==> config.mk <==
export PLATFORM = sky130hd
export DESIGN_NAME = rtr_front
export DESIGN_NICKNAME = d
export VERILOG_FILES = /design/src/rtl/rtr_pkg.sv /design/src/rtl/rtr_front.sv
export SDC_FILE = /design/constraint.sdc
export NUM_CORES = 1
export LEC_CHECK = 0
export ABC_CLOCK_PERIOD_IN_PS = 2700
export BUFFER_PORTS_ARGS = -buffer_cell sky130_fd_sc_hd__buf_2
export CAP_MARGIN = 25
export CORE_ASPECT_RATIO = 0.75
export CORE_MARGIN = 4
export CORE_UTILIZATION = 38
export CTS_BUF_LIST = sky130_fd_sc_hd__clkbuf_4 sky130_fd_sc_hd__clkbuf_8 sky130_fd_sc_hd__clkbuf_16
export CTS_CLUSTER_DIAMETER = 40
export CTS_CLUSTER_SIZE = 8
export DETAILED_ROUTE_END_ITERATION = 10
export PLACE_DENSITY = 0.75
export SYNTH_ARGS = -nofsm -noshare
export SYNTH_HDL_FRONTEND = slang
export SYNTH_SLANG_ARGS = --single-unit
==> constraint.sdc <==
create_clock -name clock -period 2.7 [get_ports clock]
set_input_delay 0.81 -clock clock [delete_from_list [all_inputs] [get_ports clock]]
set_output_delay 0.81 -clock clock [all_outputs]
set_load 0.01 [all_outputs]
==> src/rtl/rtr_pkg.sv <==
// shared types and codes for the rational to integer rounder
`default_nettype none

package rtr_pkg;

   typedef enum logic [2:0] {
      RM_HALF_AWAY = 3'd0,
      RM_HALF_ZERO = 3'd1,
      RM_HALF_EVEN = 3'd2,
      RM_HALF_ODD  = 3'd3,
      RM_TRUNC     = 3'd4,
      RM_AWAY      = 3'd5,
      RM_FLOOR     = 3'd6,
      RM_CEIL      = 3'd7
   } round_mode_type;

   typedef struct packed {
      logic signed [63:0] numerator;
      logic [62:0]        denominator;
      round_mode_type     round_mode;
   } req_type;

   typedef struct packed {
      logic signed [63:0] rounded_value;
      logic               divide_by_zero;
   } rsp_type;

   // control that rides along the divider chain with each transaction
   typedef struct packed {
      logic           valid;
      logic           neg;
      logic           dz;
      round_mode_type mode;
   } ctl_type;

endpackage

`default_nettype wire

==> src/rtl/rtr_front.sv <==
// input stage: sign split, magnitude and denominator capture
`default_nettype none

module rtr_front #(
   parameter int DATA_WIDTH = 64
) (
   input  wire logic                  clock,
   input  wire logic                  reset,
   input  wire logic                  accept,
   input  wire rtr_pkg::req_type      req_data,
   output rtr_pkg::ctl_type           ctl_o,
   output logic [DATA_WIDTH-2:0]      den_o,
   output logic [DATA_WIDTH-1:0]      work_o
);
   import rtr_pkg::*;

   logic [DATA_WIDTH-1:0] num;
   logic [DATA_WIDTH-2:0] den;
   ctl_type               ctl_in, ctl_ff;
   logic [DATA_WIDTH-1:0] mag_in, mag_ff;
   logic [DATA_WIDTH-2:0] den_ff;

   always_comb begin
      num           = req_data.numerator[DATA_WIDTH-1:0];
      den           = req_data.denominator[DATA_WIDTH-2:0];
      ctl_in.valid  = accept;
      ctl_in.neg    = num[DATA_WIDTH-1];
      ctl_in.dz     = (den == '0);
      ctl_in.mode   = req_data.round_mode;
      // most negative value maps to 2^(w-1), which still fits unsigned
      mag_in        = num[DATA_WIDTH-1] ? (~num + 1'b1) : num;
   end

   always_ff @(posedge clock) begin
      if (reset) begin
         ctl_ff <= '0;
      end else begin
         ctl_ff <= ctl_in;
      end
   end

   always_ff @(posedge clock) begin
      mag_ff <= mag_in;
      den_ff <= den;
   end

   assign ctl_o  = ctl_ff;
   assign den_o  = den_ff;
   assign work_o = mag_ff;

endmodule

`default_nettype wire

* After elaboration in Yosys (flattened, before gate mapping)
Index checks and enable logic that the tools add are counted.
** Storage, ports and cells
- Bits in registers :: 133
- Bits in latches :: 0
- Memory bits (writable) :: 0
- Bits in read-only memories :: 0
- Input bits :: 133
- Output and inout bits :: 133
- Logic and storage cells :: 11
- Memories kept :: 0
** Cells by class
- Add/sub/neg operators :: 1
- $mul :: 0
- Divide/modulo/power cells :: 0
- Magnitude comparators :: 0
- Equal/unequal tests :: 0
- Shifts and indexed selects :: 0
- Multiplexer cells :: 1
- Bitwise gates (word level) :: 1
- Reduce and logical (&&, ||, !) cells :: 1
** Operators by type and width (count)
- $add A64 B1 Y64 const B :: 1
- $not A64 Y64 :: 1
- $logic_not A63 Y1 :: 1
- $mux W63 :: 1

* Logic depth before layout (Yosys ltp)
Gate-level depths: netlist of run 1.
- Word-level depth :: 3
- Gate-level depth with buffers :: 7
- Depth with buffers taken out :: 7

* Worst setup path after synthesis of run 1
Ideal clock, no wire load.
- Path kind :: input to register
- Start point :: input req_data[105] (netlist name)
- End point :: register mag_ff[57], in the netlist work_o[57]
- Setup time :: 0.072 ns
- Data arrival time :: 2.684 ns
- Required time :: 2.628 ns
- Slack :: -0.056 ns
- Cell stages on the path :: 6
- Path buffers :: 1
- Cells stage by stage :: or4_4 -> or4_1 -> buf_2 -> or3_4 -> o31ai_4 -> xnor2_1
** Between the ends
- Cells in the longest elaborated chain, start to end :: 3
** RTL lines
- start, declared :: RTL line rtr_front.sv:10 : input wire rtr_pkg::req_type req_data,
- $not A64 Y64 :: RTL line rtr_front.sv:31 : mag_in = num[DATA_WIDTH-1] ? (~num + 1'b1) : num;
- $add A64 B1 Y64 :: RTL line rtr_front.sv:31
- $mux W63 :: RTL line rtr_front.sv:31
- via mag_in[57] :: RTL line rtr_front.sv:20 : logic [DATA_WIDTH-1:0] mag_in, mag_ff;
- end signal, assigned :: RTL line rtr_front.sv:43 : mag_ff <= mag_in;
- end, declared :: RTL line rtr_front.sv:20
The timed path passes the listed nets, and every way through them passes these cells.
A chain may end at the register's enable or synchronous reset.

* Final worst setup path of run 1
- Start point :: input req_data[67] (netlist name)
- End point :: register mag_ff[38], in the netlist work_o[38]
The elaborated chain is that of the path after synthesis.

==> results.cfg, run 1 <==
[finish]
final_cell_mix = buf_2, dfxtp_1, xnor2_1
area_growth_pct = 57.95
fillers = 950
drive_gt1_frac = 0.5256
diodes = 0
fin_nets = 825
stdcell_area_sq_mm = 0.006820
final_cells = 844
final_common_cell = buf_2

[global_routing]
grtUsageTotal = 0.1967
antenna_found_initial = 0
grt-ovfl-total = 0
grt_pass1_wl_um = 20160
grt_max_degree = 34
grt_pass1_vias = 3961

[yosys]
ys.flop_type = dfxtp_1
yosysSeqAreaShare = 0.6166
ys_types = 37
synthesis.nets = 497
synthArstFlopShare = 0
netlist_area_sq_mm = 0.004318
synth_warnings = 0
avgSynthCellArea_sq_um = 11.90
synth-edff-count = 0
synth_cells = 363
ys_ff_latch = 133

[worst_setup_path]
critPathMaxFanout = 6
arrival_ns = 2.94
crit_path_top_delay_cell = or4b_1
worstPathRequired_ns = 3.02
startpoint_type = primary input
path_class = in2reg
cp_slowest_stage_delay_ns = 0.55
path_cells = buf_2 > inv_1 > ha_1 > or4b_1 > nor4_2 > buf_4 > nand4_1 > o31ai_1 > xnor2_1
end_kind = flop

[pwr]
ir_drop_mv = 0.4570
p_total_uw = 4985
p_leak_uw = 0.003108
p_per_area_mw_per_mm2 = 730.9

[clock_network]
path_clk_slew_ns = 0.06
cts_buffer_depth = 2
clock-root-buffer = clkbuf_16
htree_levels = 4
cts_num_sinks = 133
cts_setup_buffers = 0
postCtsHoldBufs = 0
cts_tree = done
cts_buffers = 17
cts_resized = 0

[die]
die_y_um = 100.3
start_util = 0.3917
rows = 33
fp.dieW_um = 131.1
core_region_area_sq_mm = 0.01102
dieArea_sq_mm = 0.01315
ioPinCount = 266

[sta]
period_needed_ns = 2.615
finalCritPeriodShare = 0.9685
setup_tns_ns = 0
max_clock_freq_mhz = 382.4
hold_violations = 0
setup_viol = 0
hold_ws_ns = 0.5244
tightest_slew_ns = 0.4883
slew_viol_final = 0
rsz0062_at_grt = false
slew_headroom = 0.6715

[hold_path]
hp-class = in2reg

[routing]
wl_per_cell_um = 15.81
viasPerCell = 4.751
drc = 0
routed_wl_um = 13350
drt_iter0_markers = 142
vias = 4010
drtAntennaViolNets = 0
drt-pass1-iter-count = 5

[placement]
place_area_sq_mm = 0.006226
dp_cells = 812
gp_congestion = 0.8704
numPortBuffers = 265
dp_hpwl_um = 10840

[run_status]
status = completed

[flow_run]
cap_violations = 0
## kinds of logic after synthesis
family	Yosys count	share of synthesized area
flip-flops	133	0.6166
AND/OR/NAND/NOR	103	0.1530
XOR/XNOR	61	0.1237
AO/OA/AOI/OAI	51	0.09099
buffers and inverters	14	0.01275
adder cells (fa/ha/maj)	1	0.002897
## area by class of cell
type / instances / area [sq um] / area share
sequential: 133 / 2663 / 0.3904
inverter: 3 / 11.26 / 0.001651
multi-input combinational: 216 / 1628 / 0.2387
tap: 140 / 175.2 / 0.02568
clock buffer: 18 / 439.2 / 0.06439
clock inverter: 14 / 140.1 / 0.02055
timing repair buffer: 320 / 1764 / 0.2587
## state kept, by name (all words and copies together), names as in the netlist
register and cells:
work_o 64, ctl_o 6, den_o 63
## final timing paths
kind / to / depth (start not counted) / startpoint
setup / recovery: work_o[38]$_DFF_P_ / 9 / req_data[67]
hold / removal: den_o[6]$_DFF_P_ / 1 / req_data[9]
## metrics by stage
| step | setup WS, ns | utilization |
|---|---|---|
| after floorplan | -0.006399 | - |
| after global placement | -0.1856 | 0.5647 |
| after detailed placement | -0.3308 | 0.5647 |
| after CTS | 0.09536 | 0.6173 |
| after global routing | 0.007602 | 0.6187 |
| final | 0.08514 | 0.6187 |
## layer usage
layer,vias up,part of all wire,GRT usage
met1,1856,0.41,0.2480
li1,1976,-,-
met2,167,0.49,0.3268
met3,11,0.085,0.05851
met4,0,0.013,0.05534
met5,-,0,0
## cell usage after synthesis (2+ instances only)
library cell	n	area, sq um
xnor2_1	60	525.5
nor2b_1	4	25.02
o41ai_2	3	48.80
buf_2	2	10.01
or4_1	13	97.59
o31ai_1	24	180.2
nor4_1	21	131.4
or2_2	2	12.51
or3_1	16	100.1
nand2_1	15	56.30
nor3_1	5	25.02
o41ai_1	5	43.79
o21ai_1	7	35.03
nand2b_1	2	12.51
nand4_1	5	31.28
nand3_1	4	20.02
clkbuf_1	9	33.78
nor4_2	2	25.02
inv_1	3	11.26
o21ai_0	9	45.04
nor2_1	4	15.01
dfxtp_1	133	2663
## report_power, final
part	internal (uW)	switching, uW
Combinational	293	309
Clock	1320	906
Sequential	2120	39.9
## worst max-delay path: cells and delay by family
kind            cells  cell delay [ns]
xor+xnor            1             0.15
buf+inv             3             0.37
compound gates      1             0.35
fa+ha+maj           1             0.16
simple gates        3             1.09
No activity file was read; power rests on OpenSTA's default activity.
==> run 2, diff against run 1 <==
--- a/config.mk
+++ b/config.mk
@@ -7,7 +7,6 @@
 export LEC_CHECK = 0
 export ABC_CLOCK_PERIOD_IN_PS = 2700
 export BUFFER_PORTS_ARGS = -buffer_cell sky130_fd_sc_hd__buf_2
-export CAP_MARGIN = 25
 export CORE_ASPECT_RATIO = 0.75
 export CORE_MARGIN = 4
 export CORE_UTILIZATION = 38
@@ -16,6 +15,7 @@
 export CTS_CLUSTER_SIZE = 8
 export DETAILED_ROUTE_END_ITERATION = 10
 export PLACE_DENSITY = 0.75
+export REMOVE_ABC_BUFFERS = 1
 export SYNTH_ARGS = -nofsm -noshare
 export SYNTH_HDL_FRONTEND = slang
 export SYNTH_SLANG_ARGS = --single-unit
==> results.cfg, run 2 (synthesized netlist as in run 1, its figures left out) <==
[global_routing]
antenna_found_initial = 0
grtUsageTotal = 0.1964
grt-ovfl-total = 0
grt_pass1_vias = 4069
grt_max_degree = 27
grt_pass1_wl_um = 20110

[worst_setup_path]
startpoint_type = primary input
path_class = in2reg
arrival_ns = 2.88
cp_slowest_stage_delay_ns = 0.62
path_cells = buf_2 > or4_4 > or4_1 > or3_4 > o31ai_2 > xnor2_1
worstPathRequired_ns = 3.03
crit_path_top_delay_cell = or4_1
critPathMaxFanout = 6
end_kind = flop

[clock_network]
cts_tree = done
cts_num_sinks = 133
cts_buffer_depth = 2
path_clk_slew_ns = 0.07
htree_levels = 4
cts_buffers = 17
clock-root-buffer = clkbuf_16

[finish]
fin_nets = 827
area_growth_pct = 58.07
final_cell_mix = buf_2, dfxtp_1, xnor2_1
largest_reg_flops = 64
drive_gt1_frac = 0.5241
final_common_cell = buf_2
diodes = 0

[sta]
slew_headroom = 0.6677
hold_violations = 0
finalCritPeriodShare = 0.9439
rsz0062_at_grt = false
slew_viol_final = 0
tightest_slew_ns = 0.4938
period_needed_ns = 2.548
setup_viol = 0
max_clock_freq_mhz = 392.4
hold_ws_ns = 0.5158

[pwr]
p_per_area_mw_per_mm2 = 726.4
ir_drop_mv = 0.4716
p_leak_uw = 0.003112
p_total_uw = 4958

[flow_run]
cap_violations = 0

[routing]
viasPerCell = 4.822
vias = 4079
drtAntennaViolNets = 0
drt-pass1-iter-count = 4
drt_iter0_markers = 137
wl_per_cell_um = 16.04
drc = 0
routed_wl_um = 13570

[die]
dieArea_sq_mm = 0.01315
rows = 33
core_region_area_sq_mm = 0.01102
fp.dieW_um = 131.1
ioPinCount = 266
start_util = 0.3917
die_y_um = 100.3

[placement]
numPortBuffers = 265
gp_congestion = 0.8931
dp_hpwl_um = 11170

[run_status]
status = completed

[hold_path]
hp-class = in2reg
[run 2: stage by stage]
step	setup TNS, ns	utilization	cells	worst slack [ns]	instance area (sq um)
6_report	0	0.6191	846	0.1516	6825
3_3_place_gp	-3.518	0.5650	814	-0.2126	6228
5_1_grt	0	0.6191	846	0.01533	6825
2_1_floorplan	-0.1496	-	352	-0.04442	4274
4_1_cts	0	0.6184	846	0.1777	6818
3_5_place_dp	-4.813	0.5650	814	-0.2503	6228
[run 2: cell type report]
cell class / count / area (sq um)
fill: 935 / 4199
sequential: 133 / 2663
timing repair buffer: 322 / 1779
multi-input combinational: 216 / 1608
clock buffer: 17 / 425.4
tap: 140 / 175.2
clock inverter: 15 / 163.9
inverter: 3 / 11.26
[run 2: worst paths after layout]
kind	start	to	slack, ns	cells past startpoint
setup / recovery	req_data[105]	work_o[49]$_DFF_P_	0.15	6
hold / removal	req_data[6]	den_o[3]$_DFF_P_	0.52	1
[run 2: worst max-delay path, delay by kind of cell]
| kind | cells | cell delay, ns |
|---|---|---|
| xor gates and xnor gates | 1 | 0.16 |
| buffers and inverters | 1 | 0.10 |
| AOI/OAI and AO/OA | 1 | 0.21 |
| and+or+nand+nor | 3 | 1.59 |
[run 2: timing repair]
action / 4_1_cts / 5_1_grt
endpoints found under the setup margin: 0 / 1
buffers inserted: 0 / 0
gates resized for setup: 0 / 1
hold buffers: 0 / 0
[run 2: routing by layer]
layer  vias up  GRT usage  wire length [um]
li1       1975          -                 -
met1      1929     0.2366              5602
met2       154     0.3253              6665
met3        21    0.06277              1015
met4         0    0.07747               285
met5         -          0                 0
[run 2: power by group]
| group | total (uW) | internal [uW] | switching (uW) |
|---|---|---|---|
| Combinational | 599 | 291 | 309 |
| Clock | 2200 | 1230 | 969 |
| Sequential | 2160 | 2120 | 40.4 |
