==> config.mk <==
export PLATFORM = sky130hd
export DESIGN_NAME = rtr_round
export DESIGN_NICKNAME = d
export VERILOG_FILES = /design/src/rtl/rtr_pkg.sv /design/src/rtl/rtr_round.sv
export SDC_FILE = /design/constraint.sdc
export NUM_CORES = 1
export LEC_CHECK = 0
export ABC_CLOCK_PERIOD_IN_PS = 7880
export BUFFER_PORTS_ARGS = -buffer_cell sky130_fd_sc_hd__buf_2
export CAP_MARGIN = 10
export CELL_PAD_IN_SITES_DETAIL_PLACEMENT = 1
export CELL_PAD_IN_SITES_GLOBAL_PLACEMENT = 2
export CORE_MARGIN = 2
export CORE_UTILIZATION = 29
export DETAILED_ROUTE_END_ITERATION = 8
export GPL_TIMING_DRIVEN = 0
export MAX_ROUTING_LAYER = met4
export PLACE_DENSITY = 0.81
export SYNTH_ARGS = -nofsm -noshare
export SYNTH_HDL_FRONTEND = slang
export SYNTH_SLANG_ARGS = --single-unit
==> constraint.sdc <==
create_clock -name clock -period 7.88 [get_ports clock]
set_input_delay 1.576 -clock clock [delete_from_list [all_inputs] [get_ports clock]]
set_output_delay 1.576 -clock clock [all_outputs]
set_load 0.05 [all_outputs]
==> src/rtl/rtr_pkg.sv <==
// shared types and codes for the rational to integer rounder
`default_nettype none

package rtr_pkg;

   typedef enum logic [2:0] {
      RM_HALF_AWAY = 3'd0,
      RM_HALF_ZERO = 3'd1,
      RM_HALF_EVEN = 3'd2,
      RM_HALF_ODD  = 3'd3,
      RM_TRUNC     = 3'd4,
      RM_AWAY      = 3'd5,
      RM_FLOOR     = 3'd6,
      RM_CEIL      = 3'd7
   } round_mode_type;

   typedef struct packed {
      logic signed [63:0] numerator;
      logic [62:0]        denominator;
      round_mode_type     round_mode;
   } req_type;

   typedef struct packed {
      logic signed [63:0] rounded_value;
      logic               divide_by_zero;
   } rsp_type;

   // control that rides along the divider chain with each transaction
   typedef struct packed {
      logic           valid;
      logic           neg;
      logic           dz;
      round_mode_type mode;
   } ctl_type;

endpackage

`default_nettype wire

==> src/rtl/rtr_round.sv <==
// rounding stage: picks the quotient or its away neighbor, then restores the sign, or gives zero for a zero denominator
`default_nettype none

module rtr_round #(
   parameter int DATA_WIDTH = 64
) (
   input  wire logic                  clock,
   input  wire logic                  reset,
   input  wire rtr_pkg::ctl_type      ctl_i,
   input  wire logic [DATA_WIDTH-2:0] den_i,
   input  wire logic [DATA_WIDTH-2:0] rem_i,
   input  wire logic [DATA_WIDTH-1:0] quo_i,
   output logic                       rsp_valid,
   output rtr_pkg::rsp_type           rsp_data
);
   import rtr_pkg::*;

   logic [DATA_WIDTH-1:0]        away;
   logic [DATA_WIDTH-2:0]        other;
   logic                         gt;
   logic                         eq;
   logic [DATA_WIDTH-1:0]        pick;
   logic [DATA_WIDTH-1:0]        mag_in, mag_ff;
   ctl_type                      ctl_ff;
   logic signed [DATA_WIDTH-1:0] res;
   rsp_type                      rsp_in, rsp_ff;
   logic                         valid_ff;

   always_comb begin
      away  = quo_i + 1'b1;
      // tie test without doubling the remainder
      other = den_i - rem_i;
      gt    = (rem_i > other);
      eq    = (rem_i == other);
      unique case (ctl_i.mode)
         RM_HALF_AWAY: pick = (gt || eq) ? away : quo_i;
         RM_HALF_ZERO: pick = gt ? away : quo_i;
         RM_HALF_EVEN: pick = eq ? (quo_i[0] ? away : quo_i) : (gt ? away : quo_i);
         RM_HALF_ODD:  pick = eq ? (quo_i[0] ? quo_i : away) : (gt ? away : quo_i);
         RM_TRUNC:     pick = quo_i;
         RM_AWAY:      pick = away;
         RM_FLOOR:     pick = ctl_i.neg ? away : quo_i;
         RM_CEIL:      pick = ctl_i.neg ? quo_i : away;
         default:      pick = quo_i;
      endcase
      mag_in = (rem_i == '0) ? quo_i : pick;
   end

   always_ff @(posedge clock) begin
      if (reset) begin
         ctl_ff <= '0;
      end else begin
         ctl_ff <= ctl_i;
      end
   end

   always_ff @(posedge clock) begin
      mag_ff <= mag_in;
   end

   always_comb begin
      if (ctl_ff.dz) begin
         res = '0;
      end else if (ctl_ff.neg) begin
         res = signed'(~mag_ff + 1'b1);
      end else begin
         res = signed'(mag_ff);
      end
      rsp_in.rounded_value  = 64'(res);
      rsp_in.divide_by_zero = ctl_ff.dz;
   end

   always_ff @(posedge clock) begin
      if (reset) begin
         valid_ff <= 1'b0;
      end else begin
         valid_ff <= ctl_ff.valid;
      end
   end

   always_ff @(posedge clock) begin
      rsp_ff <= rsp_in;
   end

   assign rsp_valid = valid_ff;
   assign rsp_data  = rsp_ff;

endmodule

`default_nettype wire

# Yosys cells after proc, flatten, opt, wreduce, memory -nomap -nowiden
# Index checks and enable logic that the tools add are counted.
[classes]
add_sub_neg = 3
order_cmp = 1
eq_ne = 8
mux = 11
bitwise_logic = 1
n_reduce_logical = 3
[op_table]
columns = ["operator", "n"]
rows = [
  ["two-way mux 64 bit", 10],
  ["case mux 64 bit (8 select lines)", 1],
  ["adder 64 x 1 -> 64 bit (second input constant)", 2],
  ["inverter 64 bit", 1],
  ["equality test 63 bit", 1],
  ["greater-than comparator 63 bit", 1],
  ["zero test 63 bit", 1],
  ["subtractor 63 bit", 1],
  ["equality test 3 bit (second input constant)", 4],
  ["equality test 3 x 2 -> 1 bit (second input constant)", 2],
  ["equality test 3 x 1 -> 1 bit (second input constant)", 1],
  ["zero test 3 bit", 1],
  ["logical OR 1 bit", 1],
]
[word_totals]
register_bits = 133
in_bits = 198
out_inout_bits = 66
wordCells = 34

# Longest topological paths before layout
[logic_depth]
word_depth = 6
ltp_mapped = 26
ltp_nobuf = 24

# Least setup slack after synthesis
# OpenSTA, ideal clock, no wires.
[synth_timing]
kind = "input-to-reg"
start = "input port den_i[0]"
end = "register mag_ff[14]"
setup_ps = 144
arrival_time_ps = 7571
required_ps = 7736
slack_ps = 165
cell_stages = 24
path_buffers = 2
path_cell_list = "inv_1 -> ha_1 -> fa_1 -> nor2b_1 -> o211ai_1 -> a2111oi_0 -> o21ai_0 -> o311ai_0 -> o22ai_1 -> a31oi_1 -> a21oi_1 -> o31ai_1 -> xnor2_1 -> ha_1 -> nand4_1 -> nor4_1 -> and2_1 -> a32oi_1 -> a21oi_1 -> clkbuf_1 -> clkbuf_1 -> a22oi_1 -> o31ai_1 -> o311ai_0"
[synth_between]
elab_chain_len = 6
elab_cells_between_ends = 10
classes_between = "1 x add/sub; 1 x order compare; 1 x eq/ne; 6 x mux; 1 x reduce/logical"
[synth_rtl]
columns = ["item", "line_no", "source"]
rows = [
  ["start: declaration", "rtr_round.sv:10", "input wire logic [DATA_WIDTH-2:0] den_i,"],
  ["subtractor 63 bit (*)", "rtr_round.sv:32", "other = den_i - rem_i;"],
  ["greater-than comparator 63 bit / equality test 63 bit (equally long branches)", "rtr_round.sv:33, rtr_round.sv:34", ""],
  ["two-way mux 64 bit / logical OR 1 bit (equally long branches)", "n/a", ""],
  ["two-way mux 64 bit, on equally long branches", "rtr_round.sv:39, rtr_round.sv:36, rtr_round.sv:38", ""],
  ["case mux 64 bit (8 select lines) (*)", "rtr_round.sv:35", "unique case (ctl_i.mode)"],
  ["two-way mux 64 bit (*)", "rtr_round.sv:46", "mag_in = (rem_i == '0) ? quo_i : pick;"],
  ["net mag_in[14]", "rtr_round.sv:23", "logic [DATA_WIDTH-1:0] mag_in, mag_ff;"],
  ["end signal: assignment", "rtr_round.sv:58", "mag_ff <= mag_in;"],
  ["end: declaration", "rtr_round.sv:23", ""],
]
# Mark *: on every way through the listed nets, which the timed path passes. The rest lies on a longest branch.
# A chain may end at the register's enable or synchronous reset.

# Worst setup path after layout
[layout_timing]
start = "input port den_i[0]"
end = "register mag_ff[38]"
# Same word-level chain as after synthesis.

==> impl_metrics.tcl <==
set metrics [dict create \
    run_status "completed" \
    dr.pass1.iters 5 \
    core_area_um2 52450 \
    tightest_slew_ns 1.252 \
    grt_antenna_before_repair 10 \
    hold-path-cell-count 0 \
    number_of_global_route_vias_before_repair 18910 \
    synth.most_common_cell "sky130_fd_sc_hd__a21oi_1" \
    class_of_the_most_critical_hold_timing_path "reg -> reg" \
    placement_rows 84 \
    worstPathRequired_ns 8.14 \
    synth_commonest_cells "sky130_fd_sc_hd__a21oi_1, sky130_fd_sc_hd__nor2_1, sky130_fd_sc_hd__nand2_1" \
    seq_power_share_pct 25.8 \
    drv_cap 0 \
    gr-total-overflow 0 \
    cts_tree "done" \
    finalCriticalPeriod_ns 7.690 \
    fmax_achieved_mhz 130.0 \
    ir_drop_mv 0.1818 \
    routed-via-count 18840 \
    max-clock-path-buffers 2 \
    slowest_stage "sky130_fd_sc_hd__a2111oi_4" \
    setup_violations 0 \
    track_usage_pct 28.86 \
    reg2reg_depth 11 \
    globalplace.congestion 1.026 \
    synthDominantAreaCellType "sky130_fd_sc_hd__dfxtp_1" \
    fin_nets 2820 \
    p_int_mw 1.833 \
    ys_async_sr_fraction_pct 0 \
    power_frac_comb_pct 50.2 \
    synth.net_count 2534 \
    proportion_of_synthesized_chip_area_in_sequential_cells_pct 17.37 \
    endpoint_kind "flop" \
    worstSkewPairLatency_ns 0.41 \
    fraction_of_layout_instances_using_a_drive_strength_above_1_pct 16.64 \
    grt_first_pass_wirelength_mm 116.5 \
    net_switching_component_of_the_power_mw 1.439 \
    grt_max_degree 17 \
    first_iter_violations 1331 \
    synth.distinct_cells 78 \
    io_buffers 239 \
    ioPinCount 264 \
    initial_utilization_pct 29.23 \
    cts-hold-fix-buffers 0 \
    synth-edff-count 0 \
    die_area_um2 54710 \
    synth_top_area_share_pct 17.37 \
    postRouteAntennaNets 0 \
    cp_slowest_stage_delay_ns 0.50 \
    wl_per_cell_um 24.44 \
    totalWireLength_mm 78.31 \
    detailed_place.area_um2 17430 \
    final_min_period_over_clock_period_pct 97.59 \
    die_y_um 233.9 \
    clock_sink_count 133 \
    yosys_warnings 0 \
    register_bit_count_reported_by_yosys 133 \
    synth.cell_area_um2 15330 \
    worst_setup_path_start_kind "input port" \
    instance_count_of_the_mapped_netlist 2207 \
    final_area_um2 18790 \
    critical_path_class "in -> reg" \
    share_clk_of_total_power_pct 24.0 \
    power_density_nw_per_um2 174.1 \
    number_of_clock_buffers_inserted_by_tritoncts 17 \
    post_synth.cell_area_avg_um2 6.945 \
    detailedPlace.worstSlack_ns -4.108 \
    count_of_final_hold_check_violations 0 \
    clock-skew-final_ns 0.005935 \
    route.detailed.drc 0 \
    worst_slew_margin_rel_pct 15.91 \
    cellLeakagePower_nw 7.620 \
    cp.arrival_ns 7.95 \
    detailedPlacementHpwl_mm 62.90 \
    grt_setup_unrepaired "true" \
    power_switching_share_pct 43.98 \
    clk_pin_slew_ns 0.06 \
    cts.htree.levels 4 \
    route.detailed.vias_per_inst 5.881 \
    timing.final.ws_setup_ns 0.1902 \
    dieWidth_um 233.9 \
    final-max-slew-violation-count 0 \
    cts_root_buffer "sky130_fd_sc_hd__clkbuf_16" \
    crit_fanout 10 \
    areaGrowthSynthToFinish_pct 22.57 \
    cells_taking_the_most_area_after_synthesis "sky130_fd_sc_hd__dfxtp_1, sky130_fd_sc_hd__ha_1, sky130_fd_sc_hd__a21oi_1, sky130_fd_sc_hd__o21ai_0, sky130_fd_sc_hd__xor2_1" \
    synth_flop_cell "sky130_fd_sc_hd__dfxtp_1" \
]
final timing paths:
kind,start,endpoint,slack [ns]
max,den_i[0],mag_ff[38],0.19
min,ctl_ff[3],rsp_data[0],0.37
max reg2reg,mag_ff[2],rsp_data[64],3.69
min reg2reg,ctl_ff[3],rsp_data[0],0.37
layer usage:
| layer | up-vias | track usage (%) | share of wire, % |
|---|---|---|---|
| met4 | 0 | 13.98 | 5.2 |
| met1 | 9038 | 34.66 | 41 |
| li1 | 8746 | - | - |
| met3 | 214 | 4.438 | 7.6 |
| met5 | - | - | 0 |
| met2 | 845 | 47.12 | 46 |
registers in the layout, summed over array words and instances, names as in the netlist:
register,cells
ctl_ff,3
rsp_data,65
mag_ff,64
rsp_valid,1
cell type report:
type	count	area [um^2]
buffer	135	568.0
clock inverter	10	127.6
inverter	104	390.4
timing repair buffer	270	1453
clock buffer	22	474.2
multi-input combinational	1832	12230
fill	6619	33660
antenna	10	25.02
tap	688	860.8
sequential	133	2663
kinds of logic (layout without fill, tap and decap cells):
| group | after synthesis | after routing | synth area share [%] |
|---|---|---|---|
| AO/OA/AOI/OAI | 721 | 721 | 29.77 |
| XOR/XNOR | 165 | 165 | 9.428 |
| adder cells (fa/ha/maj) | 129 | 129 | 10.58 |
| buffers and inverters | 242 | 541 | 5.967 |
| flip-flops | 133 | 133 | 17.37 |
| multiplexers | 7 | 7 | 0.7836 |
| other | 0 | 10 | 0 |
| AND/OR/NAND/NOR | 810 | 810 | 26.10 |
critical path: cells and delay by family:
family | cells | cell delay, ns
fa+ha+maj | 3 | 0.89
compound gates | 15 | 3.49
simple gates | 5 | 0.93
buf+inv | 6 | 1.04
through the flow:
stage | hold slack (ns) | cells | util (%) | setup TNS (ns) | total power, mW
2_1_floorplan | 0.3290 | 2207 | - | 0 | 1.817
3_3_place_gp | 0.3455 | 3134 | 33.15 | -219.40 | 2.311
3_5_place_dp | 0.3428 | 3137 | 33.23 | -214.18 | 2.346
4_1_cts | 0.3754 | 3178 | 35.12 | 0 | 3.215
5_1_grt | 0.3772 | 3204 | 35.82 | -0.1835 | 3.459
6_report | 0.3707 | 3204 | 35.82 | 0 | 3.271
layout by cell type, fill, tap and decap left out, types with 9 or more instances in the layout:
| cell | n |
|---|---|
| sky130_fd_sc_hd__buf_2 | 246 |
| sky130_fd_sc_hd__clkbuf_1 | 109 |
| sky130_fd_sc_hd__diode_2 | 10 |
| sky130_fd_sc_hd__nand2b_1 | 15 |
| sky130_fd_sc_hd__inv_1 | 101 |
| sky130_fd_sc_hd__a21o_1 | 33 |
| sky130_fd_sc_hd__nor2b_1 | 24 |
| sky130_fd_sc_hd__a22oi_1 | 9 |
| sky130_fd_sc_hd__ha_1 | 128 |
| sky130_fd_sc_hd__nand2_1 | 187 |
| sky130_fd_sc_hd__nor3_1 | 62 |
| sky130_fd_sc_hd__o21ai_0 | 170 |
| sky130_fd_sc_hd__xor2_1 | 99 |
| sky130_fd_sc_hd__o31ai_1 | 34 |
| sky130_fd_sc_hd__buf_1 | 9 |
| sky130_fd_sc_hd__xnor2_1 | 66 |
| sky130_fd_sc_hd__nor2_1 | 202 |
| sky130_fd_sc_hd__or3_1 | 39 |
| sky130_fd_sc_hd__and2_1 | 12 |
| sky130_fd_sc_hd__nor4_1 | 38 |
| sky130_fd_sc_hd__dfxtp_1 | 133 |
| sky130_fd_sc_hd__a31oi_1 | 34 |
| sky130_fd_sc_hd__or2_2 | 15 |
| sky130_fd_sc_hd__nand4_1 | 54 |
| sky130_fd_sc_hd__a311oi_1 | 15 |
| sky130_fd_sc_hd__o311ai_0 | 14 |
| sky130_fd_sc_hd__clkbuf_16 | 17 |
| sky130_fd_sc_hd__or4_1 | 13 |
| sky130_fd_sc_hd__and4_1 | 12 |
| sky130_fd_sc_hd__nand3_1 | 72 |
| sky130_fd_sc_hd__a221oi_1 | 9 |
| sky130_fd_sc_hd__a211oi_1 | 27 |
| sky130_fd_sc_hd__o21bai_1 | 12 |
| sky130_fd_sc_hd__o211ai_1 | 17 |
| sky130_fd_sc_hd__o21a_1 | 9 |
| sky130_fd_sc_hd__a21oi_1 | 206 |
| sky130_fd_sc_hd__buf_4 | 29 |
| sky130_fd_sc_hd__and3_1 | 24 |
power by group through the flow:
stage          combinational (mW)  sequential, mW  clock (mW)
5_1_grt                      1.76           0.856       0.839
3_3_place_gp                 1.46           0.853           0
4_1_cts                      1.56           0.846       0.805
6_report                     1.64           0.845       0.785
3_5_place_dp                 1.49           0.859           0
2_1_floorplan               0.770            1.05           0
repair_timing:
action	4_1_cts	5_1_grt
resized for setup	83	52
setup endpoints to repair	64	63
pin swaps	8	21
setup buffers	10	18
Note: power is estimated with default switching activity, not from simulation.
