==> src/rtl/rtr_pkg.sv <==
// shared types and codes for the rational to integer rounder
`default_nettype none

package rtr_pkg;

   typedef enum logic [2:0] {
      RM_HALF_AWAY = 3'd0,
      RM_HALF_ZERO = 3'd1,
      RM_HALF_EVEN = 3'd2,
      RM_HALF_ODD  = 3'd3,
      RM_TRUNC     = 3'd4,
      RM_AWAY      = 3'd5,
      RM_FLOOR     = 3'd6,
      RM_CEIL      = 3'd7
   } round_mode_type;

   typedef struct packed {
      logic signed [63:0] numerator;
      logic [62:0]        denominator;
      round_mode_type     round_mode;
   } req_type;

   typedef struct packed {
      logic signed [63:0] rounded_value;
      logic               divide_by_zero;
   } rsp_type;

   // control that rides along the divider chain with each transaction
   typedef struct packed {
      logic           valid;
      logic           neg;
      logic           dz;
      round_mode_type mode;
   } ctl_type;

endpackage

`default_nettype wire

==> src/rtl/rtr_div_cell.sv <==
// one restoring divider cell: resolves one quotient bit per stage
`default_nettype none

module rtr_div_cell #(
   parameter int DATA_WIDTH = 64
) (
   input  wire logic                  clock,
   input  wire logic                  reset,
   input  wire rtr_pkg::ctl_type      ctl_i,
   input  wire logic [DATA_WIDTH-2:0] den_i,
   input  wire logic [DATA_WIDTH-2:0] rem_i,
   input  wire logic [DATA_WIDTH-1:0] work_i,
   output rtr_pkg::ctl_type           ctl_o,
   output logic [DATA_WIDTH-2:0]      den_o,
   output logic [DATA_WIDTH-2:0]      rem_o,
   output logic [DATA_WIDTH-1:0]      work_o
);
   import rtr_pkg::*;

   logic [DATA_WIDTH-1:0] trial;
   logic [DATA_WIDTH-1:0] diff;
   logic                  ge;
   logic [DATA_WIDTH-2:0] rem_in, rem_ff;
   logic [DATA_WIDTH-1:0] work_in, work_ff;
   logic [DATA_WIDTH-2:0] den_ff;
   ctl_type               ctl_ff;

   // work holds unused dividend bits on top, quotient bits fill from the bottom
   always_comb begin
      trial   = {rem_i, work_i[DATA_WIDTH-1]};
      diff    = trial - {1'b0, den_i};
      ge      = (trial >= {1'b0, den_i});
      rem_in  = ge ? diff[DATA_WIDTH-2:0] : trial[DATA_WIDTH-2:0];
      work_in = {work_i[DATA_WIDTH-2:0], ge};
   end

   always_ff @(posedge clock) begin
      if (reset) begin
         ctl_ff <= '0;
      end else begin
         ctl_ff <= ctl_i;
      end
   end

   always_ff @(posedge clock) begin
      rem_ff  <= rem_in;
      work_ff <= work_in;
      den_ff  <= den_i;
   end

   assign ctl_o  = ctl_ff;
   assign den_o  = den_ff;
   assign rem_o  = rem_ff;
   assign work_o = work_ff;

endmodule

`default_nettype wire

==> config.mk <==
export PLATFORM = sky130hd
export DESIGN_NAME = rtr_div_cell
export DESIGN_NICKNAME = d
export VERILOG_FILES = /design/src/rtl/rtr_pkg.sv /design/src/rtl/rtr_div_cell.sv
export SDC_FILE = /design/constraint.sdc
export NUM_CORES = 1
export LEC_CHECK = 0
export BUFFER_PORTS_ARGS = -buffer_cell sky130_fd_sc_hd__buf_2
export CORE_MARGIN = 10
export CORE_UTILIZATION = 48
export CTS_BUF_LIST = sky130_fd_sc_hd__clkbuf_16
export CTS_CLUSTER_SIZE = 40
export DETAILED_ROUTE_END_ITERATION = 16
export PLACE_DENSITY = 0.85
export SLEW_MARGIN = 5
export SYNTH_ARGS = -nofsm -noshare
export SYNTH_HDL_FRONTEND = slang
export SYNTH_SLANG_ARGS = --single-unit
==> constraint.sdc <==
create_clock -name clock -period 3.09 [get_ports clock]
set_input_delay 0.4635 -clock clock [delete_from_list [all_inputs] [get_ports clock]]
set_output_delay 0.4635 -clock clock [all_outputs]
set_load 0.005 [all_outputs]
* Word-level counts from Yosys, hierarchy flattened
Index checks and enable logic that the tools add are counted.
** Storage, ports and cells
- Register bits :: 196
- Bits in latches :: 0
- Bits in writable memories :: 0
- ROM bits :: 0
- Input port bits :: 198
- Output and inout port bits :: 196
- Word-level logic and storage cells :: 10
- Memories :: 0
** Operators by class
- Add/sub/neg operators :: 1
- Multipliers :: 0
- Divide/modulo/power cells :: 0
- $lt $le $gt $ge :: 1
- Equality and inequality tests :: 0
- Shift operators :: 0
- Multiplexer cells :: 1
- Bitwise operators :: 0
- Reductions and logical operators :: 0
** Operators by type and width (number)
- 64-bit by 63-bit greater-or-equal comparator with 1-bit output :: 1
- 63-bit 2-to-1 mux :: 1
- 63-bit subtractor :: 1

* Logic depth before layout (Yosys ltp)
Gate-level depths: netlist (run 1).
- Depth after elaboration :: 2
- Gate-level depth with buffers :: 14
- Depth with buffers taken out :: 13

* Worst setup path before layout (run 1)
OpenSTA, ideal clock, no wires.
- Path type :: input to register
- Start point :: input work_i[63]
- End point :: register rem_ff[57], in the netlist rem_o[57]
- Library setup time :: 124 ps
- Data arrival time :: 2753 ps
- Required time :: 2966 ps
- Slack :: 213 ps
- Stages on the path :: 13
- Path buffers :: 1
- Cells stage by stage :: inv_1 ha_1 fa_1 nand2b_1 a21oi_1 o211ai_1 nand3_1 o2111ai_2 a311oi_4 nor2_8 buf_6 nor4b_2 nor3_2
** Between the ends
- Word-level cells in the longest chain between the ends :: 2
- Elaborated cells between the ends (all ways) :: 3
- Those cells by class :: 1 x add/sub; 1 x order compare; 1 x mux
** Ends and longest elaborated chain
- start: declaration :: RTL line rtr_div_cell.sv:12 : input wire logic [DATA_WIDTH-1:0] work_i,
- 63-bit subtractor / 64-bit by 63-bit greater-or-equal comparator with 1-bit output (equally long branches) :: RTL line rtr_div_cell.sv:31, rtr_div_cell.sv:32
- 63-bit 2-to-1 mux (*) :: RTL line rtr_div_cell.sv:33 : rem_in = ge ? diff[DATA_WIDTH-2:0] : trial[DATA_WIDTH-2:0];
- named net rem_in[57] :: RTL line rtr_div_cell.sv:23 : logic [DATA_WIDTH-2:0] rem_in, rem_ff;
- end signal: assignment :: RTL line rtr_div_cell.sv:46 : rem_ff <= rem_in;
- end: declaration :: RTL line rtr_div_cell.sv:23
The timed path passes the listed nets; every way through them passes the cells marked *.
A chain may end at the register's enable or synchronous reset.

* Worst setup path after layout (run 1)
- Start point :: input den_i[0]
- End point :: register rem_ff[58], in the netlist rem_o[58]
** Between the ends
- Word-level cells in the longest chain between the ends :: 2
- Elaborated cells between the ends (all ways) :: 3
- Those cells by class :: 1 x add/sub; 1 x order compare; 1 x mux
** Ends and longest elaborated chain
- start: declaration :: RTL line rtr_div_cell.sv:10 : input wire logic [DATA_WIDTH-2:0] den_i,
- 63-bit subtractor / 64-bit by 63-bit greater-or-equal comparator with 1-bit output (equally long branches) :: RTL line rtr_div_cell.sv:31, rtr_div_cell.sv:32
- 63-bit 2-to-1 mux (*) :: RTL line rtr_div_cell.sv:33
- named net rem_in[58] :: RTL line rtr_div_cell.sv:23
Marks and branches as above.

==> flow_summary_export.csv, run 1 <==
group,metric,value,unit
run_status,outcome,"finished, final reports clean",
global_route,grt-ovfl-total,0,
worst_setup_path,worstPathMaxFanout,5,
synthesis,synthTopCellsByArea,"dfxtp_1 (44%), ha_1 (8.8%), nand2_1 (4.9%)",
synthesis,synth.net_count,1258,
drt,drt_iter0_markers,536,
worst_setup_path,cp-end-kind,"register",
synthesis,netlist.area_leader.share,0.440,
synthesis,ys_seq_elements,196,
timing,finalHoldViolCount,0,
synthesis,synthTopCellsByCount,"dfxtp_1 (196), nand2_1 (117), a21oi_1 (82), inv_1 (82), o21ai_0 (66)",
synthesis,syn-cell-area,8920,um^2
timing,setup-violations-final,0,
timing,slew_violations,0,
synthesis,syn_inst,996,
synthesis,synthArstFlopShare,0,
die,die_area,24400,um^2
flow_run,maxCapViolCount,0,
placed_design,io_buffers,393,
synthesis,syn_avg_cell_area,8.95,um^2
drt,wl_per_cell,18.9,um
hold_path,hold_class,"in -> reg",
global_route,grt_use_total,0.257,
timing,worstMarginPinSlew,704,ps
synthesis,yosys.area.top_type,"dfxtp_1",
timing,fmax,0.345,GHz
timing,rsz0062_at_grt,"false",
die,core-area,18100,um^2
drt,ant_nets,0,
timing,min_period,2900,ps
synthesis,synth_edf_count,0,
drt,via_count,9007,
drt,first_pass_iters,5,
layout,drive_gt1_frac,0.367,
worst_setup_path,worstPathRequired,3430,ps
timing,fin_tns_setup,0,ps
clocking,htreeDepth,4,
synthesis,ys_warn_count,0,
drt,drc_errors,0,
placed_design,dp_hpwl,27700,um
synthesis,ys.flop_type,"dfxtp_1",
clocking,hold_buffers,0,
clocking,clock-sinks,196,
timing,slew_headroom,0.526,
pwr,power_leakage,6.25,nW
timing,period_share,0.939,
clocking,cts_max_path_buffers,2,
worst_setup_path,critical_path_class,"in -> reg",
global_route,grt_max_degree,37,
global_route,antenna_found_initial,7,
clocking,clock_tree.root_cell,"clkbuf_16",
die,die_h,156,um
die,io-pin-count,394,
die,initial_utilization,0.491,
layout,area_growth,38.3,%
clocking,cts_buffers,17,
pwr,power,6.88,mW
worst_setup_path,cp-start-kind,"input port",
placed_design,gp_congestion,0.964,
die,fp-row-count,49,
die,fp.dieW,156,um
worst_setup_path,worstPathArrival,3240,ps
drt,routed_wl,32600,um
pwr,vdd_drop_max,0.000409,V
layout,nets,1736,
drt,via_per_inst,5.23,
global_route,grt_pass1_wl,49800,um
clocking,cts_tree,"built",
synthesis,synthMostInstantiatedCell,"dfxtp_1",
pwr,powerDensity,558,nW/um^2
synthesis,synth.distinct_cells,69,
synthesis,ys_seq_area_frac,0.440,
global_route,grt_pass1_vias,9298,
clocking,clk_pin_slew,80,ps
kinds of logic (layout without fill, tap and decap cells):
logic type	after synthesis	after routing	share of synthesized area
simple gates	271	271	0.146
xor+xnor	54	54	0.0530
buf+inv	112	603	0.0560
mux	3	3	0.00379
fa+ha+maj	64	64	0.0906
flops	196	196	0.440
other cells	0	7	0
compound gates	296	296	0.210
path summary, 6_finish.rpt:
kind      start   endpoint  slack, ps  depth (start not counted)
min   work_i[8]  work_o[9]        110                          1
max    den_i[0]  rem_o[58]        190                         13
power breakdown:
group	switching [mW]	internal, mW	total, mW
Clock	1.13	1.10	2.23
Combinational	0.970	0.814	1.78
Sequential	0.0667	2.80	2.86
Total	2.17	4.71	6.88
sequential cells by signal, summed over array words and instances, names as in the netlist:
signal and flops:
ctl_o 6, den_o 63, work_o 64, rem_o 63
cell type report:
| cell class | instances | area [um^2] |
|---|---|---|
| Fill cell | 1486 | 5810 |
| Clock inverter | 15 | 179 |
| Tap cell | 229 | 287 |
| Multi-Input combinational cell | 688 | 4500 |
| Sequential cell | 196 | 3920 |
| Timing Repair Buffer | 488 | 2690 |
| Clock buffer | 17 | 425 |
| Antenna cell | 7 | 17.5 |
| Inverter | 83 | 314 |
worst max-delay path, cell delays in order:
cell and delay, ps:
buf_2 120, ha_1 220, fa_1 400, nand2b_1 190
a21oi_2 210, o21ai_1 130, a311oi_1 340, buf_4 170
o211ai_1 120, a21oi_2 290, o211ai_1 180, a21o_1 220
a31o_2 220
per-layer routing:
metal	track usage	share of wire	vias up	wire length [um]
li1	-	-	4442	-
met1	0.287	0.39	4147	12800
met2	0.448	0.50	357	16200
met3	0.0792	0.081	59	2630
met4	0.101	0.027	2	884
met5	0	0.00040	-	13
cells in the final DEF (no fill, tap or decap), types with 8 or more instances in the layout:
| master | count |
|---|---|
| buf_4 | 94 |
| buf_2 | 393 |
| nor3_1 | 11 |
| nand2_1 | 117 |
| a211oi_1 | 8 |
| o21ai_0 | 66 |
| and3_1 | 12 |
| nand3_1 | 26 |
| xor2_1 | 24 |
| nor2_1 | 41 |
| xnor2_1 | 30 |
| o21bai_1 | 16 |
| clkbuf_16 | 17 |
| nor2b_1 | 11 |
| a31oi_1 | 11 |
| nand2b_1 | 8 |
| inv_1 | 82 |
| o21ai_1 | 29 |
| and2_1 | 10 |
| nand4_1 | 15 |
| a21oi_1 | 81 |
| dfxtp_1 | 196 |
| a21o_1 | 32 |
| ha_1 | 63 |
per-stage QoR:
| stage | setup slack (ps) | util | instance area (um^2) | std cells | hold slack, ps |
|---|---|---|---|---|---|
| after floorplan | 213 | - | 8920 | 996 | 491 |
| after global placement | -172 | 0.645 | 11700 | 1684 | 566 |
| after detailed placement | -294 | 0.645 | 11700 | 1684 | 567 |
| after CTS | 151 | 0.679 | 12300 | 1716 | 101 |
| after global routing | 1.62 | 0.679 | 12300 | 1720 | 97.2 |
| final | 188 | 0.680 | 12300 | 1723 | 110 |
repair_timing:
action,4_1_cts,5_1_grt
buffers inserted,0,0
endpoints found under the setup margin,0,1
resized for setup,0,1
No activity file was read; power rests on OpenSTA's default activity.
==> run 2: changes to the inputs <==
--- a/config.mk
+++ b/config.mk
@@ -5,13 +5,14 @@
 export SDC_FILE = /design/constraint.sdc
 export NUM_CORES = 1
 export LEC_CHECK = 0
+export ABC_AREA = 1
 export BUFFER_PORTS_ARGS = -buffer_cell sky130_fd_sc_hd__buf_2
 export CORE_MARGIN = 10
-export CORE_UTILIZATION = 48
+export CORE_UTILIZATION = 51
 export CTS_BUF_LIST = sky130_fd_sc_hd__clkbuf_16
 export CTS_CLUSTER_SIZE = 40
 export DETAILED_ROUTE_END_ITERATION = 16
-export PLACE_DENSITY = 0.85
+export PLACE_DENSITY = 0.91
 export SLEW_MARGIN = 5
 export SYNTH_ARGS = -nofsm -noshare
 export SYNTH_HDL_FRONTEND = slang
==> constraint.sdc (replaced) <==
create_clock -name clock -period 2.75 [get_ports clock]
set_input_delay 0.4125 -clock clock [delete_from_list [all_inputs] [get_ports clock]]
set_output_delay 0.4125 -clock clock [all_outputs]
set_load 0.005 [all_outputs]
==> run 2 against run 1 <==
  * Power rose by 17%
  * Sequential share of layout area fell by 3.8 points
  * Highest routed layer unchanged
  * Critical path depth unchanged
  * Utilization shrank 1.7 points
==> flow_summary_export.csv, run 2 <==
group,metric,value,unit
run_status,outcome,"finished, final reports clean",
flow_run,maxCapViolCount,0,
drt,drc_errors,0,
timing,fin_ws,394,ps
drt,drt_iter0_markers,1173,
synthesis,syn_inst,1755,
synthesis,synth-simple-area-share,0.374,
layout,drive_gt1_frac,0.226,
worst_setup_path,cp-start-kind,"input port",
die,initial_utilization,0.522,
placed_design,gp_congestion,0.955,
timing,period_share,0.857,
pwr,power.internal,5.26,mW
pwr,power,8.07,mW
drt,wl_per_cell,18.9,um
synthesis,ys_seq_elements,196,
global_route,grt_max_degree,50,
clocking,post-cts-setup-buffers,0,
synthesis,synthAdderAreaFrac,0.0732,
synthesis,syn_avg_cell_area,6.29,um^2
placed_design,io_buffers,393,
timing,slew_violations,0,
synthesis,ys_seq_area_frac,0.355,
synthesis,netlist.area_leader.share,0.355,
pwr,vdd_drop_max,0.000386,V
synthesis,synth.net_count,2017,
synthesis,synth_compound_area_frac,0.0235,
pwr,clock_power_share,0.325,
synthesis,syn-cell-area,11000,um^2
global_route,grt_pass1_vias,11900,
drt,via_count,12100,
layout,area_growth,27.1,%
pwr,power_switching,2.81,mW
worst_setup_path,crit_slowest_cell,"ha_1",
placed_design,dp_cells,2431,
drt,ant_nets,0,
hold_path,hold_class,"in -> reg",
timing,setup-violations-final,0,
die,core-area,21200,um^2
worst_setup_path,worstPathMaxFanout,26,
placed_design,placed_area,13400,um^2
die,die_h,167,um
global_route,grt_use_total,0.314,
die,fp.dieW,167,um
synthesis,synth_xor_area_frac,0.0238,
synthesis,ys.flop_type,"dfxtp_1",
timing,worstMarginPinSlew,490,ps
drt,via_per_inst,4.92,
timing,whs,55.6,ps
timing,min_period,2360,ps
pwr,power_leakage,8.80,nW
synthesis,synthTopCellsByCount,"nand2_1 (739), inv_1 (398), dfxtp_1 (196)",
layout,nets,2437,
clocking,hold_buffers,0,
global_route,antenna_found_initial,3,
worst_setup_path,cpMostUsedCell,"nand2_1",
worst_setup_path,critical_path_class,"in -> reg",
timing,fmax,0.424,GHz
clocking,cts_max_path_buffers,2,
clocking,clock_tree.root_cell,"clkbuf_16",
synthesis,synth_top_family_by_area,"simple AND/OR/NAND/NOR gates",
die,die_area,27900,um^2
clocking,clk_pin_slew,80,ps
layout,fin_area,14000,um^2
timing,rsz0062_at_grt,"false",
synthesis,synth_mux_area_frac,0,
placed_design,place_ws,110,ps
worst_setup_path,crit_chain,"buf_2 > inv_1 > ha_1 > a21oi_1 > o21ai_0 > a21oi_1 > nand2_1 > nor2_1 > nand2_4 > inv_2 > buf_12 > nand2_1 > nand2_1",
timing,slew_headroom,0.672,
worst_setup_path,critical_path.max_stage_delay,380,ps
die,io-pin-count,394,
layout,post-route-util,0.663,
synthesis,synthArstFlopShare,0,
clocking,cts_buffers,17,
pwr,powerDensity,575,nW/um^2
global_route,grt-ovfl-total,0,
worst_setup_path,worstPathRequired,3130,ps
clocking,htreeDepth,4,
drt,routed_wl,46600,um
layout,largest_reg_flops,64,
layout,finalNonFillerCells,2464,
global_route,grt_pass1_wl,68300,um
synthesis,synth.distinct_cells,33,
clocking,cts_resized,0,
layout,final_common_cell,"nand2_1",
clocking,cts_tree,"built",
timing,fin_tns_setup,0,ps
worst_setup_path,cp-end-kind,"register",
worst_setup_path,worstPathArrival,2740,ps
timing,finalHoldViolCount,0,
synthesis,ys_warn_count,0,
placed_design,dp_hpwl,38700,um
clocking,clock-sinks,196,
die,fp-row-count,53,
pwr,pwr-share-seq,0.399,
synthesis,synthTopCellsByArea,"dfxtp_1 (36%), nand2_1 (25%), inv_1 (14%)",
synthesis,synth_edf_count,0,
synthesis,yosys.area.top_type,"dfxtp_1",
pwr,combPwrFrac,0.277,
layout,final_cell_mix,"nand2_1 (739), inv_1 (399), buf_2 (393)",
synthesis,synthMostInstantiatedCell,"nand2_1",
drt,first_pass_iters,6,
pwr,swShare,0.349,
## run 2: logic make-up (layout without fill, tap and decap cells)
kind of cell	count (synthesis)	in the layout
compound gates	50	50
xor+xnor	30	30
fa+ha+maj	64	64
buf+inv	418	851
flops	196	196
other cells	0	1
simple gates	997	997
## run 2: layout make-up
class                   count  area (um^2)
clock buffers              17          425
flip-flops and latches    196         3920
diodes                      1         2.50
fillers                  1882         7130
multi-input cells        1141         5460
well taps                 275          344
clock inverters            15          185
repair buffers            414         2160
inverters                 405         1520
## run 2: worst paths after layout
check / from / endpoint / slack (ps) / cells past startpoint
min: work_i[8] / work_o[9] / 60 / 1
max: den_i[59] / rem_o[53] / 390 / 13
## run 2: worst max-delay path, delay by kind of cell
family	cells	cell delay, ps
AND/OR/NAND/NOR	5	730
AO/OA/AOI/OAI	3	710
buffers and inverters	4	480
adder cells (fa/ha/maj)	1	380
## run 2: power groups by stage
| stage | combinational, mW | clock [mW] | sequential [mW] |
|---|---|---|---|
| after floorplan | 1.16 | 0 | 3.31 |
| after global placement | 2.13 | 0 | 3.26 |
| after detailed placement | 2.18 | 0 | 3.28 |
| after CTS | 2.20 | 2.62 | 3.22 |
| after global routing | 2.44 | 2.74 | 3.24 |
| final | 2.23 | 2.62 | 3.22 |
## run 2: routing by layer
| layer | global-route usage | share of wire | vias up | wire, um |
|---|---|---|---|---|
| met5 | 0 | 0.00049 | - | 23 |
| met4 | 0.113 | 0.031 | 4 | 1460 |
| met3 | 0.0719 | 0.089 | 84 | 4130 |
| met2 | 0.556 | 0.49 | 622 | 22900 |
| met1 | 0.363 | 0.39 | 5410 | 18100 |
| li1 | - | - | 6004 | - |
